===== config.mk =====
export PLATFORM = sky130hd
export DESIGN_NAME = sorted_set_golomb_base62_decoder_unit
export DESIGN_NICKNAME = d
export VERILOG_FILES = /design/src/rtl/ssgbd_pkg.sv /design/src/rtl/sorted_set_golomb_base62_decoder_unit.sv
export VERILOG_INCLUDE_DIRS = /design/src /design/src/rtl
export SDC_FILE = /design/constraint.sdc
export NUM_CORES = 2
export LEC_CHECK = 0
export BUFFER_PORTS_ARGS = -buffer_cell sky130_fd_sc_hd__buf_2
export CAP_MARGIN = 30
export CORE_AREA = 2 2 298 300
export DETAILED_ROUTE_END_ITERATION = 6
export DIE_AREA = 0 0 300 302
export GPL_ROUTABILITY_DRIVEN = 0
export HOLD_SLACK_MARGIN = 0.12
export PLACE_DENSITY_LB_ADDON = 0.2
export RECOVER_POWER = 100
export SYNTH_ARGS = -nofsm -noshare
export SYNTH_HDL_FRONTEND = slang
export SYNTH_SLANG_ARGS = --single-unit

===== constraint.sdc =====
create_clock -name i_clk -period 26.1 [get_ports i_clk]
set_clock_uncertainty 0.05 [all_clocks]
set_input_delay 5.22 -clock i_clk [delete_from_list [all_inputs] [get_ports i_clk]]
set_output_delay 5.22 -clock i_clk [all_outputs]
set_load 0.05 [all_outputs]

===== src/rtl/sorted_set_golomb_base62_decoder_unit_assert.svh =====
// assertion macros for the set decoder
`ifndef SORTED_SET_GOLOMB_BASE62_DECODER_UNIT_ASSERT_SVH
`define SORTED_SET_GOLOMB_BASE62_DECODER_UNIT_ASSERT_SVH

// same-cycle implication
`define SSGBD_ASSERT_NOW(lbl, ante, cons, msg) \
    lbl: assert property (@(posedge i_clk) disable iff (!i_rst_n) (ante) |-> (cons)) \
        else $error(msg);

// next-cycle implication
`define SSGBD_ASSERT_NEXT(lbl, ante, cons, msg) \
    lbl: assert property (@(posedge i_clk) disable iff (!i_rst_n) (ante) |=> (cons)) \
        else $error(msg);

`endif


===== src/rtl/ssgbd_pkg.sv =====
package ssgbd_pkg;

    typedef enum logic [2:0] {
        PH_WIDTH  = 3'd0,
        PH_M      = 3'd1,
        PH_FIRST  = 3'd2,
        PH_QUOT   = 3'd3,
        PH_REM    = 3'd4,
        PH_SKIP   = 3'd5,
        PH_BUDGET = 3'd6
    } t_phase;

    typedef enum logic [3:0] {
        ST_OK         = 4'd0,
        ST_BAD_WIDTH  = 4'd1,
        ST_BAD_M      = 4'd2,
        ST_M_WIDTH    = 4'd3,
        ST_EMPTY      = 4'd4,
        ST_BAD_CHAR   = 4'd5,
        ST_BUDGET     = 4'd6,
        ST_WRAP       = 4'd7,
        ST_RANGE      = 4'd8,
        ST_INCOMPLETE = 4'd9
    } t_status;

    localparam logic [7:0] C_CH_0       = 8'h30;
    localparam logic [7:0] C_CH_9       = 8'h39;
    localparam logic [7:0] C_CH_UA      = 8'h41;
    localparam logic [7:0] C_CH_UZ      = 8'h5a;
    localparam logic [7:0] C_CH_LA      = 8'h61;
    localparam logic [7:0] C_CH_LZ      = 8'h7a;
    // 'a' - 7, 'A' - 5, 'A' - 10, 'a' - 36
    localparam logic [7:0] C_WIDTH_OFS  = 8'd90;
    localparam logic [7:0] C_M_OFS      = 8'd60;
    localparam logic [7:0] C_UPPER_OFS  = 8'd55;
    localparam logic [7:0] C_LOWER_OFS  = 8'd61;
    localparam int         C_QUOT_W     = 28;
    localparam int         C_BUDGET_W   = 27;
    localparam logic [C_QUOT_W-1:0] C_TERM_MAX_ZEROS = 28'd5;

endpackage


===== src/rtl/sorted_set_golomb_base62_decoder_unit.sv =====
// channel  | beat handshake               | payload
// ---------+------------------------------+-------------------------------------------
// in       | i_in_valid / o_in_stall      | i_char_code
// out      | o_out_valid / i_out_stall    | o_value, o_value_valid, o_done_res, o_status
//
// one character per cycle sustained while the result register is not stalled; an input
// beat passes the input register, then the result register; the decode state loop is registered
// a character that yields no result produces no output beat
// i_rst_n is synchronous, active low, and returns the decoder to the width character
// a stalled full result register holds a valid character stage and raises o_in_stall
`include "sorted_set_golomb_base62_decoder_unit_assert.svh"

module sorted_set_golomb_base62_decoder_unit (
    input  logic        i_clk,
    input  logic        i_rst_n,
    input  logic        i_in_valid,
    output logic        o_in_stall,
    input  logic [7:0]  i_char_code,
    output logic        o_out_valid,
    input  logic        i_out_stall,
    output logic [31:0] o_value,
    output logic        o_value_valid,
    output logic        o_done_res,
    output logic [3:0]  o_status
);

    localparam int QW = ssgbd_pkg::C_QUOT_W;
    localparam int BW = ssgbd_pkg::C_BUDGET_W;

    function automatic logic [QW-1:0] f_qsat(input logic [QW-1:0] a, input logic [2:0] b);
        logic [QW:0] s;
        s = {1'b0, a} + {{(QW-2){1'b0}}, b};
        return s[QW] ? {QW{1'b1}} : s[QW-1:0];
    endfunction

    // input stage
    logic        r_in_vld;
    logic [7:0]  r_char;

    // decode state
    ssgbd_pkg::t_phase r_phase, n_phase;
    logic [5:0]    r_width, n_width;
    logic [4:0]    r_m, n_m;
    logic [QW-1:0] r_qc, n_qc;
    logic [BW-1:0] r_budget, n_budget;
    logic [31:0]   r_racc, n_racc;
    logic [4:0]    r_fill, n_fill;
    logic [31:0]   r_prev, n_prev;
    logic          r_first, n_first;

    // result register
    logic                r_out_vld;
    logic [31:0]         r_value;
    logic                r_value_valid;
    logic                r_done;
    ssgbd_pkg::t_status  r_status;

    logic                res_vld;
    logic [31:0]         res_value;
    logic                res_vv;
    logic                res_done;
    ssgbd_pkg::t_status  res_status;

    logic adv;
    logic fire;
    logic is_zero;

    assign adv        = !r_out_vld || !i_out_stall;
    assign fire       = r_in_vld && adv;
    assign o_in_stall = r_in_vld && !adv;
    assign is_zero    = (r_char == 8'd0);

    // character decode
    logic [7:0] w_tmp, m_tmp, d_tmp;
    logic       dig_ok;
    logic [5:0] dig;
    logic       short_dig;
    logic       w_ok, m_ok;
    logic [5:0] m_ext, wm_diff;
    logic [QW-1:0] budget_full;

    assign w_tmp = r_char - ssgbd_pkg::C_WIDTH_OFS;
    assign m_tmp = r_char - ssgbd_pkg::C_M_OFS;
    assign w_ok  = (r_char >= ssgbd_pkg::C_CH_LA) && (r_char <= ssgbd_pkg::C_CH_LZ);
    assign m_ok  = (r_char >= ssgbd_pkg::C_CH_UA) && (r_char <= ssgbd_pkg::C_CH_UZ);
    assign m_ext   = {1'b0, m_tmp[4:0]};
    assign wm_diff = r_width - m_ext;
    assign budget_full = ({{(QW-1){1'b0}}, 1'b1} << wm_diff) - {{(QW-1){1'b0}}, 1'b1};

    always_comb begin
        dig_ok = 1'b1;
        d_tmp  = 8'd0;
        if ((r_char >= ssgbd_pkg::C_CH_0) && (r_char <= ssgbd_pkg::C_CH_9)) begin
            d_tmp = r_char - ssgbd_pkg::C_CH_0;
        end else if (m_ok) begin
            d_tmp = r_char - ssgbd_pkg::C_UPPER_OFS;
        end else if (w_ok) begin
            d_tmp = r_char - ssgbd_pkg::C_LOWER_OFS;
        end else begin
            dig_ok = 1'b0;
        end
    end

    assign dig       = d_tmp[5:0];
    // 'U' and 'V' carry five bits
    assign short_dig = (dig[5:1] == 5'b01111);

    // bit walk over one character
    logic          l_rem;
    logic [4:0]    l_fill;
    logic [31:0]   l_racc;
    logic [2:0]    l_zc;
    logic          l_fresh;
    logic          e_q, e_q_fresh;
    logic [2:0]    e_q_zc;
    logic          e_v, e_v_first;
    logic [31:0]   e_v_racc;

    always_comb begin
        l_rem     = (r_phase == ssgbd_pkg::PH_REM);
        l_fill    = r_fill;
        l_racc    = r_racc;
        l_zc      = 3'd0;
        l_fresh   = 1'b0;
        e_q       = 1'b0;
        e_q_zc    = 3'd0;
        e_q_fresh = 1'b0;
        e_v       = 1'b0;
        e_v_first = 1'b0;
        e_v_racc  = 32'd0;
        for (int i = 0; i < 6; i++) begin
            if (i < 5 || !short_dig) begin
                if (!l_rem) begin
                    if (!dig[i]) begin
                        l_zc = l_zc + 3'd1;
                    end else begin
                        e_q       = 1'b1;
                        e_q_zc    = l_zc;
                        e_q_fresh = l_fresh;
                        l_rem     = 1'b1;
                        l_fill    = 5'd0;
                        l_racc    = 32'd0;
                    end
                end else begin
                    l_racc = l_racc | ({31'd0, dig[i]} << l_fill);
                    if ((l_fill + 5'd1) == r_m) begin
                        e_v       = 1'b1;
                        e_v_first = !e_q;
                        e_v_racc  = l_racc;
                        l_rem     = 1'b0;
                        l_fresh   = 1'b1;
                        l_zc      = 3'd0;
                        l_fill    = 5'd0;
                        l_racc    = 32'd0;
                    end else begin
                        l_fill = l_fill + 5'd1;
                    end
                end
            end
        end
    end

    // quotient, budget and value arithmetic
    logic [QW-1:0] q_end, q_val, q_tail;
    logic          q_fail;
    logic [BW-1:0] budget_left;
    logic [31:0]   delta, base;
    logic [32:0]   next_sum, vmax;
    logic          err_wrap, err_range;

    assign q_end       = e_q_fresh ? {{(QW-3){1'b0}}, e_q_zc} : f_qsat(r_qc, e_q_zc);
    assign q_fail      = q_end > {1'b0, r_budget};
    assign budget_left = r_budget - q_end[BW-1:0];
    assign q_tail      = l_fresh ? {{(QW-3){1'b0}}, l_zc} : f_qsat(r_qc, l_zc);
    assign q_val       = e_v_first ? r_qc : q_end;
    assign delta       = ({{(32-QW){1'b0}}, q_val} << r_m) | e_v_racc;
    assign base        = r_prev + 32'd1;
    assign next_sum    = {1'b0, base} + {1'b0, delta};
    assign vmax        = (33'd1 << r_width) - 33'd1;
    assign err_wrap    = (!r_first && (base == 32'd0)) || next_sum[32];
    assign err_range   = next_sum > vmax;

    always_comb begin
        n_phase    = r_phase;
        n_width    = r_width;
        n_m        = r_m;
        n_qc       = r_qc;
        n_budget   = r_budget;
        n_racc     = r_racc;
        n_fill     = r_fill;
        n_prev     = r_prev;
        n_first    = r_first;
        res_vld    = 1'b0;
        res_value  = 32'd0;
        res_vv     = 1'b0;
        res_done   = 1'b0;
        res_status = ssgbd_pkg::ST_OK;
        case (r_phase)
            ssgbd_pkg::PH_WIDTH: begin
                if (!w_ok) begin
                    res_vld    = 1'b1;
                    res_done   = 1'b1;
                    res_status = ssgbd_pkg::ST_BAD_WIDTH;
                    n_phase    = is_zero ? ssgbd_pkg::PH_WIDTH : ssgbd_pkg::PH_SKIP;
                end else begin
                    n_width = w_tmp[5:0];
                    n_phase = ssgbd_pkg::PH_M;
                end
            end
            ssgbd_pkg::PH_M: begin
                if (!m_ok) begin
                    res_vld    = 1'b1;
                    res_done   = 1'b1;
                    res_status = ssgbd_pkg::ST_BAD_M;
                    n_phase    = is_zero ? ssgbd_pkg::PH_WIDTH : ssgbd_pkg::PH_SKIP;
                end else begin
                    n_m = m_tmp[4:0];
                    if (m_ext >= r_width) begin
                        res_vld    = 1'b1;
                        res_done   = 1'b1;
                        res_status = ssgbd_pkg::ST_M_WIDTH;
                        n_phase    = ssgbd_pkg::PH_SKIP;
                    end else begin
                        n_qc     = '0;
                        n_budget = budget_full[BW-1:0];
                        n_racc   = 32'd0;
                        n_fill   = 5'd0;
                        n_prev   = 32'hFFFF_FFFF;
                        n_first  = 1'b1;
                        n_phase  = ssgbd_pkg::PH_FIRST;
                    end
                end
            end
            ssgbd_pkg::PH_SKIP: begin
                if (is_zero) begin
                    n_phase = ssgbd_pkg::PH_WIDTH;
                end
            end
            ssgbd_pkg::PH_BUDGET: begin
                res_vld    = 1'b1;
                res_done   = 1'b1;
                res_status = ssgbd_pkg::ST_BUDGET;
                n_phase    = is_zero ? ssgbd_pkg::PH_WIDTH : ssgbd_pkg::PH_SKIP;
            end
            ssgbd_pkg::PH_FIRST, ssgbd_pkg::PH_QUOT, ssgbd_pkg::PH_REM: begin
                if (is_zero) begin
                    res_vld  = 1'b1;
                    res_done = 1'b1;
                    n_phase  = ssgbd_pkg::PH_WIDTH;
                    if (r_phase == ssgbd_pkg::PH_FIRST) begin
                        res_status = ssgbd_pkg::ST_EMPTY;
                    end else if ((r_phase == ssgbd_pkg::PH_REM) ||
                                 (r_qc > ssgbd_pkg::C_TERM_MAX_ZEROS)) begin
                        res_status = ssgbd_pkg::ST_INCOMPLETE;
                    end
                end else if (!dig_ok) begin
                    res_vld    = 1'b1;
                    res_done   = 1'b1;
                    res_status = ssgbd_pkg::ST_BAD_CHAR;
                    n_phase    = ssgbd_pkg::PH_SKIP;
                end else if (e_v && e_v_first) begin
                    // value completes before any quotient end
                    if (err_wrap || err_range) begin
                        res_vld    = 1'b1;
                        res_done   = 1'b1;
                        res_status = err_wrap ? ssgbd_pkg::ST_WRAP : ssgbd_pkg::ST_RANGE;
                        n_phase    = ssgbd_pkg::PH_SKIP;
                    end else begin
                        res_vld   = 1'b1;
                        res_vv    = 1'b1;
                        res_value = next_sum[31:0];
                        n_prev    = next_sum[31:0];
                        n_first   = 1'b0;
                        n_racc    = l_racc;
                        n_fill    = l_fill;
                        if (e_q && q_fail) begin
                            n_phase = ssgbd_pkg::PH_BUDGET;
                        end else if (e_q) begin
                            n_budget = budget_left;
                            n_qc     = q_end;
                            n_phase  = ssgbd_pkg::PH_REM;
                        end else begin
                            n_qc    = q_tail;
                            n_phase = ssgbd_pkg::PH_QUOT;
                        end
                    end
                end else if (e_q) begin
                    if (q_fail) begin
                        res_vld    = 1'b1;
                        res_done   = 1'b1;
                        res_status = ssgbd_pkg::ST_BUDGET;
                        n_phase    = ssgbd_pkg::PH_SKIP;
                    end else if (e_v && (err_wrap || err_range)) begin
                        res_vld    = 1'b1;
                        res_done   = 1'b1;
                        res_status = err_wrap ? ssgbd_pkg::ST_WRAP : ssgbd_pkg::ST_RANGE;
                        n_phase    = ssgbd_pkg::PH_SKIP;
                    end else if (e_v) begin
                        res_vld   = 1'b1;
                        res_vv    = 1'b1;
                        res_value = next_sum[31:0];
                        n_prev    = next_sum[31:0];
                        n_first   = 1'b0;
                        n_budget  = budget_left;
                        n_qc      = q_tail;
                        n_racc    = l_racc;
                        n_fill    = l_fill;
                        n_phase   = ssgbd_pkg::PH_QUOT;
                    end else begin
                        n_budget = budget_left;
                        n_qc     = q_end;
                        n_racc   = l_racc;
                        n_fill   = l_fill;
                        n_phase  = ssgbd_pkg::PH_REM;
                    end
                end else begin
                    n_racc  = l_racc;
                    n_fill  = l_fill;
                    if (l_rem) begin
                        n_phase = ssgbd_pkg::PH_REM;
                    end else begin
                        n_qc    = q_tail;
                        n_phase = ssgbd_pkg::PH_QUOT;
                    end
                end
            end
            default: begin
                n_phase = ssgbd_pkg::PH_WIDTH;
            end
        endcase
    end

    always_ff @(posedge i_clk) begin
        if (!i_rst_n) begin
            r_in_vld <= 1'b0;
        end else if (!o_in_stall) begin
            r_in_vld <= i_in_valid;
        end
    end

    always_ff @(posedge i_clk) begin
        if (i_in_valid && !o_in_stall) begin
            r_char <= i_char_code;
        end
    end

    always_ff @(posedge i_clk) begin
        if (!i_rst_n) begin
            r_phase  <= ssgbd_pkg::PH_WIDTH;
            r_width  <= 6'd0;
            r_m      <= 5'd0;
            r_qc     <= '0;
            r_budget <= '0;
            r_racc   <= 32'd0;
            r_fill   <= 5'd0;
            r_prev   <= 32'hFFFF_FFFF;
            r_first  <= 1'b1;
        end else if (fire) begin
            r_phase  <= n_phase;
            r_width  <= n_width;
            r_m      <= n_m;
            r_qc     <= n_qc;
            r_budget <= n_budget;
            r_racc   <= n_racc;
            r_fill   <= n_fill;
            r_prev   <= n_prev;
            r_first  <= n_first;
        end
    end

    always_ff @(posedge i_clk) begin
        if (!i_rst_n) begin
            r_out_vld <= 1'b0;
        end else if (adv) begin
            r_out_vld <= r_in_vld && res_vld;
        end
    end

    always_ff @(posedge i_clk) begin
        if (fire) begin
            r_value       <= res_value;
            r_value_valid <= res_vv;
            r_done        <= res_done;
            r_status      <= res_status;
        end
    end

    assign o_out_valid   = r_out_vld;
    assign o_value       = r_value;
    assign o_value_valid = r_value_valid;
    assign o_done_res    = r_done;
    assign o_status      = r_status;

    `SSGBD_ASSERT_NOW(a_value_beat_ok, o_out_valid && o_value_valid, !o_done_res && (o_status == ssgbd_pkg::ST_OK), "value beat carries a stop")
    `SSGBD_ASSERT_NEXT(a_budget_after_value, fire && (n_phase == ssgbd_pkg::PH_BUDGET), o_out_valid && o_value_valid, "deferred budget stop without value beat")
    `SSGBD_ASSERT_NEXT(a_budget_no_grow, fire && (r_phase != ssgbd_pkg::PH_M), r_budget <= $past(r_budget), "quotient budget grew outside header")

endmodule


# Word-level counts from Yosys, hierarchy flattened
# Cells that the tools add are included.
classes:
  addsub: 24
  order_cmp: 10
  n_eq_ne: 28
  shift: 9
  mux: 286
  n_bitwise: 9
  n_reduce_logical: 38
ops:
  columns: ["operator", "n"]
  rows:
  - ["$mux 32", 57]
  - ["$mux 28", 18]
  - ["$mux 27", 11]
  - ["$or 32x32->32", 7]
  - ["$shl 1x5->32", 6]
  - ["$mux 5", 28]
  - ["$mux 3", 44]
  - ["$pmux 32 s2", 2]
  - ["$mux 1", 103]
  - ["$add 28x3->29", 2]
  - ["$pmux 28 s2", 1]
  - ["$pmux 27 s2", 1]
  - ["$mux 4", 10]
  - ["$add 32x32->33", 1]
  - ["$gt 33x33->1", 1]
  - ["$shl 1x6->33 const A", 1]
  - ["$sub 33x1->33 const B", 1]
  - ["$add 32x1->32 const B", 1]
  - ["$logic_not 32->1", 1]
  - ["$shl 28x5->32", 1]
  - ["$add 5x1->5 const B", 6]
  - ["$eq 5x5->1", 6]
  - ["$gt 28x27->1", 1]
  - ["$gt 28x3->1 const B", 1]
  - ["40 further kinds", 93]
word_totals:
  regBits: 187
  out_inout_bits: 40

# Logic depth before layout (Yosys ltp)
logic_depth:
  ltp_word: 44
  ltp_mapped: 118
  depth_no_buf: 108

# Worst setup path before layout
# No wires, ideal clock.
synth_path:
  kind: "register -> register"
  startpoint: "reg r_char[1]"
  endpoint: "reg r_prev[18]"
  setup_time_ns: 0.129
  arrival_time_ns: 20.404
  setup_slack_ns: 5.517
  stages_incl_launch_ff: 116
  n_path_buf: 10
  period_less_slack_ns: 20.583
  cell_sequence: "edfxtp_1 > inv_1 > ha_1 > nor2b_1 > o21ai_0 > a32o_1 > o31ai_4 > nand2_1 > inv_1 > a22oi_1 > inv_1 > ha_1 > xnor2_1 > nand2_1 > mux2_2 > or3_1 > buf_2 > o211a_1 > [... 80 more ...] > nor2b_1 > o21ai_0 > nand2b_1 > a21oi_1 > nor2b_1 > o21ai_0 > nand2_1 > a31oi_1 > a41o_1 > and2_1 > clkbuf_1 > o211ai_1 > a31oi_1 > clkbuf_1 > clkbuf_1 > nand3_1 > o21ai_0 > nand2_1"
synth_between:
  elab_chain_len: 41
synth_rtl:
  columns: ["element", "line_no", "text"]
  rows:
  - ["start: declaration", "sorted_set_golomb_base62_decoder_unit.sv:38", "logic [7:0] r_char;"]
  - ["start signal: assignment", "sorted_set_golomb_base62_decoder_unit.sv:343", "r_char <= i_char_code;"]
  - ["branches (longest 41 deep; another with $ge 8x7->1)", null, null]
  - ["end signal: assignment", "sorted_set_golomb_base62_decoder_unit.sv:366", "r_prev <= n_prev;"]
  - ["end: declaration", "sorted_set_golomb_base62_decoder_unit.sv:48", "logic [31:0] r_prev, n_prev;"]
# Parallel ways; which one is timed is not known. The select of a mux whose other input is x is not followed.
# A chain may end at the register's enable or synchronous reset.

# Worst setup path after layout
layout_path:
  startpoint: "reg r_fill[2]"
  endpoint: "reg r_value[31], in the netlist o_value[31], data pin"
layout_between:
  elab_chain_len: 37
layout_rtl:
  columns: ["element", "line_no", "text"]
  rows:
  - ["start: declaration", "sorted_set_golomb_base62_decoder_unit.sv:47", "logic [4:0] r_fill, n_fill;"]
  - ["start signal: assignment", "sorted_set_golomb_base62_decoder_unit.sv:365", "r_fill <= n_fill;"]
  - ["$add 5x1->5", "sorted_set_golomb_base62_decoder_unit.sv:146, sorted_set_golomb_base62_decoder_unit.sv:156", null]
  - ["$eq 5x5->1", "sorted_set_golomb_base62_decoder_unit.sv:146", "if ((l_fill + 5'd1) == r_m) begin"]
  - ["$mux 5", "sorted_set_golomb_base62_decoder_unit.sv:146", null]
  - ["$mux 5", "sorted_set_golomb_base62_decoder_unit.sv:133", "if (!l_rem) begin"]
  - ["$add 5x1->5", "sorted_set_golomb_base62_decoder_unit.sv:146, sorted_set_golomb_base62_decoder_unit.sv:156", null]
  - ["$eq 5x5->1", "sorted_set_golomb_base62_decoder_unit.sv:146", null]
  - ["$mux 5", "sorted_set_golomb_base62_decoder_unit.sv:146", null]
  - ["$mux 5", "sorted_set_golomb_base62_decoder_unit.sv:133", null]
  - ["[... 21 more ...]", null, null]
  - ["$add 32x32->33", "sorted_set_golomb_base62_decoder_unit.sv:178", "assign next_sum = {1'b0, base} + {1'b0, delta};"]
  - ["$gt 33x33->1 or $logic_or 1x1->1 (tied branches)", "sorted_set_golomb_base62_decoder_unit.sv:181, sorted_set_golomb_base62_decoder_unit.sv:180", null]
  - ["$logic_or 1x1->1", "sorted_set_golomb_base62_decoder_unit.sv:263, sorted_set_golomb_base62_decoder_unit.sv:293", null]
  - ["$logic_and 1x1->1", "sorted_set_golomb_base62_decoder_unit.sv:293", "end else if (e_v && (err_wrap || err_range)) begin"]
  - ["$mux 32", "sorted_set_golomb_base62_decoder_unit.sv:293", null]
  - ["$mux 32", "sorted_set_golomb_base62_decoder_unit.sv:288", "if (q_fail) begin"]
  - ["$mux 32", "sorted_set_golomb_base62_decoder_unit.sv:287", "end else if (e_q) begin"]
  - ["$mux 32 *", "sorted_set_golomb_base62_decoder_unit.sv:261", "end else if (e_v && e_v_first) begin"]
  - ["end signal: assignment", "sorted_set_golomb_base62_decoder_unit.sv:381", "r_value <= res_value;"]
  - ["end: declaration", "sorted_set_golomb_base62_decoder_unit.sv:53", "logic [31:0] r_value;"]
# Mark *: on every way between the ends. The rest lies on a longest branch, timed or not.

==> results.txt <==
----------------------------------------------------
[Setup path]
  Worst R2R End ... o_value[31]$_SDFFCE_PP0P_
  Worst Path Arrival ... between 20 and 25 ns
  Classification of the worst setup path ... flop to flop
  Crit path capture type ... flop
  First element of the critical path ... r_fill[2]$_SDFFE_PN0P_
  Stage delay of the slowest cell on the critical path ... approximately 1.1 ns
  Library cell appearing most often on the critical path ... a21oi_1
  Setup slack of the most critical reg-to-reg path ... 2.20 ns
  CP startpoint kind ... flop
  CP max FO ... 32
  FF-to-FF Start ... r_fill[2]$_SDFFE_PN0P_
  Cell with the largest stage delay on the worst path ... clkbuf_1
  Crit path required time ... 26.31 ns
  Worst r2r path cells ... 97
  Crit path capture ... o_value[31]$_SDFFCE_PP0P_

[Power and ir drop]
  Total power of the final layout ... ~2.1 mW
  Clock group share of total power ... 0.131
  Static leakage ... 10.4 nW
  Proportion of power drawn by flip-flops and latches ... 0.147
  Switching power ... approximately 1.2 mW
  Maximum VDD drop ... between 0.05 and 0.06 mV
  Total power divided by cell area ... approximately 76 nW/µm²
  Internal power consumption ... 0.959 mW
  Switch share ... 0.553
  Fraction of power consumed by combinational cells ... 0.722

[Logic synthesis]
  Seq cells post-synth ... about 190
  Most used flip-flop cell after synthesis ... dfxtp_1
  Syn Inst Count ... 3807
  Net count of the mapped netlist ... 3986
  Proportion of register bits with asynchronous set or reset after synthesis ... 0
  Count of distinct cell types in the synthesized netlist ... between 100 and 150
  Post-synthesis instance area ... between 20000 and 30000 µm²
  Number of flops mapped to enable cells by yosys ... 46
  Mean instance size in the synthesized netlist ... 6.82 µm²
  Fraction of the yosys area taken by sequential cells ... 0.162
  Count of yosys warnings during synthesis ... 0

[Floorplan]
  Total Die Area ... roughly 91000 µm²
  Floorplan Core Area ... between 80000 and 90000 µm²
  Die Height ... roughly 300 µm
  Die extent in x ... 300 µm
  Number of top-level pins ... 52
  Row count ... 109
  Starting Density ... 0.297

[Clock tree]
  Later-pin clock latency in the skew report ... around 0.5 ns
  Clock input transition at the sequential cells of the worst setup and hold paths ... approximately 0.090 ns
  Bufs on Longest Clock Path ... 2
  Number of buffers created by CTS ... 17
  # clock sinks ... roughly 190
  TritonCTS clock tree ... yes
  Clock root buffer master ... clkbuf_16
  Clock H-tree levels ... 4

[Route]
  # DRC ... 0
  Total Wirelength ... 115 mm
  ANT nets after route ... 0
  Vias per Instance ... 6.01
  Via count ... 29431
  WL per Instance ... 23.5 µm
  Violation count after the first detailed-route iteration ... 3641
  Iteration count of the initial detailed-routing pass ... 6

[Status]
  Result of the run ... complete, but fails checks
  Violations in the final reports ... max-capacitance violations, max-slew violations

[STA]
  Headroom to the max-slew limit ... -0.592
  Ratio of final minimum period to clock period ... 0.916
  Total Neg Setup Slack ... 0 ns
  Final number of hold-violating endpoints ... 0
  Post-layout minimum cycle time ... 23.90 ns
  Final setup fails ... 0
  Count of pins over their slew limit ... 85
  Worst Tran Pin Value ... 2.39 ns
  RSZ-0062 raised after global routing ... false
  Maximum clock frequency ... 41.8 MHz

[Placement]
  Number of buffers added on ports ... 51
  Detailed Place HPWL ... 88.6 mm
  Instance area at placement ... 27500 µm²

[Global route]
  Pin count of the biggest net entering global routing ... 74
  Global-route wire length before repair ... around 170 mm
  Number of global-route vias before repair ... 26876
  Antenna violations before repair ... 0
  Aggregate global-route resource usage ... 0.247
  Total congestion overflow after global routing ... 0

[Finish]
  Most used cells in the layout excluding fill and tap cells ... 482 x nand2_1, 410 x nor2_1, 397 x a21oi_1
  Fraction of layout instances using a drive strength above 1 ... 0.0755
  Count of nets after finishing ... 3899
  Ant. Diodes ... 0
  Most common library cell in the layout ignoring fill and taps ... nand2_1
  Post-Layout Inst Area ... about 28000 µm²
  Syn-to-layout area delta ... 8.25%

[Flow run]
  Max-cap violation count ... 2

[Worst hold path]
  Worst hold path class ... flop to flop

----------------------------------------------------
synthesized netlist by cell type (all sizes together) (68+ instances only):
| cell | number | area [µm²] |
|---|---|---|
| nor2 | 415 | 1560 |
| ha | 162 | 2030 |
| nand3 | 173 | 866 |
| o21ai | 292 | 1470 |
| a21oi | 402 | 2040 |
| a31oi | 84 | 559 |
| xnor2 | 100 | 883 |
| nor3 | 77 | 417 |
| buf | 68 | 353 |
| inv | 200 | 753 |
| nand2 | 484 | 1820 |
| clkbuf | 205 | 769 |
| dfxtp | 141 | 2820 |
sequential cells by signal, indices dropped and copies added, names as in the netlist, 3 cells and up:
register  count
r_phase       3
r_fill        5
r_char        8
r_racc       32
o_status      4
r_prev       32
r_m           5
r_qc         28
r_width       6
r_budget     27
o_value      32
through the flow:
stage / cells / setup slack [ns] / hold slack, ns / util
final: 4898 / 2.20 / 0.453 / 0.321
after global routing: 4898 / 0.116 / 0.468 / 0.321
after CTS: 4890 / 0.746 / 0.455 / 0.321
after detailed placement: 4858 / 0.878 / 0.428 / 0.314
after global placement: 4852 / 1.29 / 0.426 / 0.313
after floorplan: 3807 / 5.52 / 0.395 / -
critical path: cells and delay by family, from the launching register on:
family	cells	cell delay, ns
DFF	1	0.94
xor gates and xnor gates	7	1.74
adders and majority gates	8	2.51
muxes	3	1.21
AOI/OAI and AO/OA	41	8.48
and+or+nand+nor	23	5.01
buffers and inverters	15	3.60
power groups by stage:
stage / clock [mW] / combinational, mW / sequential (mW)
finish: 0.280 / 1.55 / 0.316
global route: 0.297 / 1.69 / 0.317
CTS: 0.289 / 1.52 / 0.316
detailed placement: 0 / 1.51 / 0.322
global placement: 0 / 1.51 / 0.322
floorplan: 0 / 1.07 / 0.328
final cells by class:
cell class	count	area [µm²]
inverter	202	762
fill	9698	59400
multi-input combinational	3145	20000
tap	1165	1460
sequential	187	4210
timing repair buffer	167	1120
clock buffer	18	429
clock inverter	14	165
layer usage:
| layer | GRT usage | part of all wire | up-vias |
|---|---|---|---|
| li1 | - | - | 13753 |
| met1 | 0.330 | 0.42 | 13994 |
| met2 | 0.384 | 0.44 | 1409 |
| met3 | 0.0402 | 0.081 | 275 |
| met4 | 0.127 | 0.058 | 0 |
| met5 | 0 | 0 | - |
worst min-delay path by stage:
stage	from	end	slack (ns)	depth (start not counted)
final	r_prev[30]$_SDFFE_PN1P_	r_prev[30]$_SDFFE_PN1P_	0.45	2
after global placement	r_prev[17]$_SDFFE_PN1P_	r_prev[17]$_SDFFE_PN1P_	0.43	2
after CTS	r_prev[30]$_SDFFE_PN1P_	r_prev[30]$_SDFFE_PN1P_	0.45	2
after global routing	r_racc[21]$_SDFFE_PN0P_	r_racc[21]$_SDFFE_PN0P_	0.47	2
after detailed placement	r_prev[30]$_SDFFE_PN1P_	r_prev[30]$_SDFFE_PN1P_	0.43	2
after floorplan	r_racc[31]$_SDFFE_PN0P_	r_racc[31]$_SDFFE_PN0P_	0.39	2
kinds of logic after synthesis:
kind of cell | synth area share
AND/OR/NAND/NOR | 0.247
buffers and inverters | 0.0725
flip-flops | 0.162
adder cells (fa/ha/maj) | 0.0819
AO/OA/AOI/OAI | 0.325
multiplexers | 0.0567
XOR/XNOR | 0.0554
timing repair:
action,in CTS,in global routing
setup buffers,0,7
setup endpoints to repair,0,163
gates resized for setup,0,8
hold buffers,0,0
No activity file was read; power rests on OpenSTA's default activity.
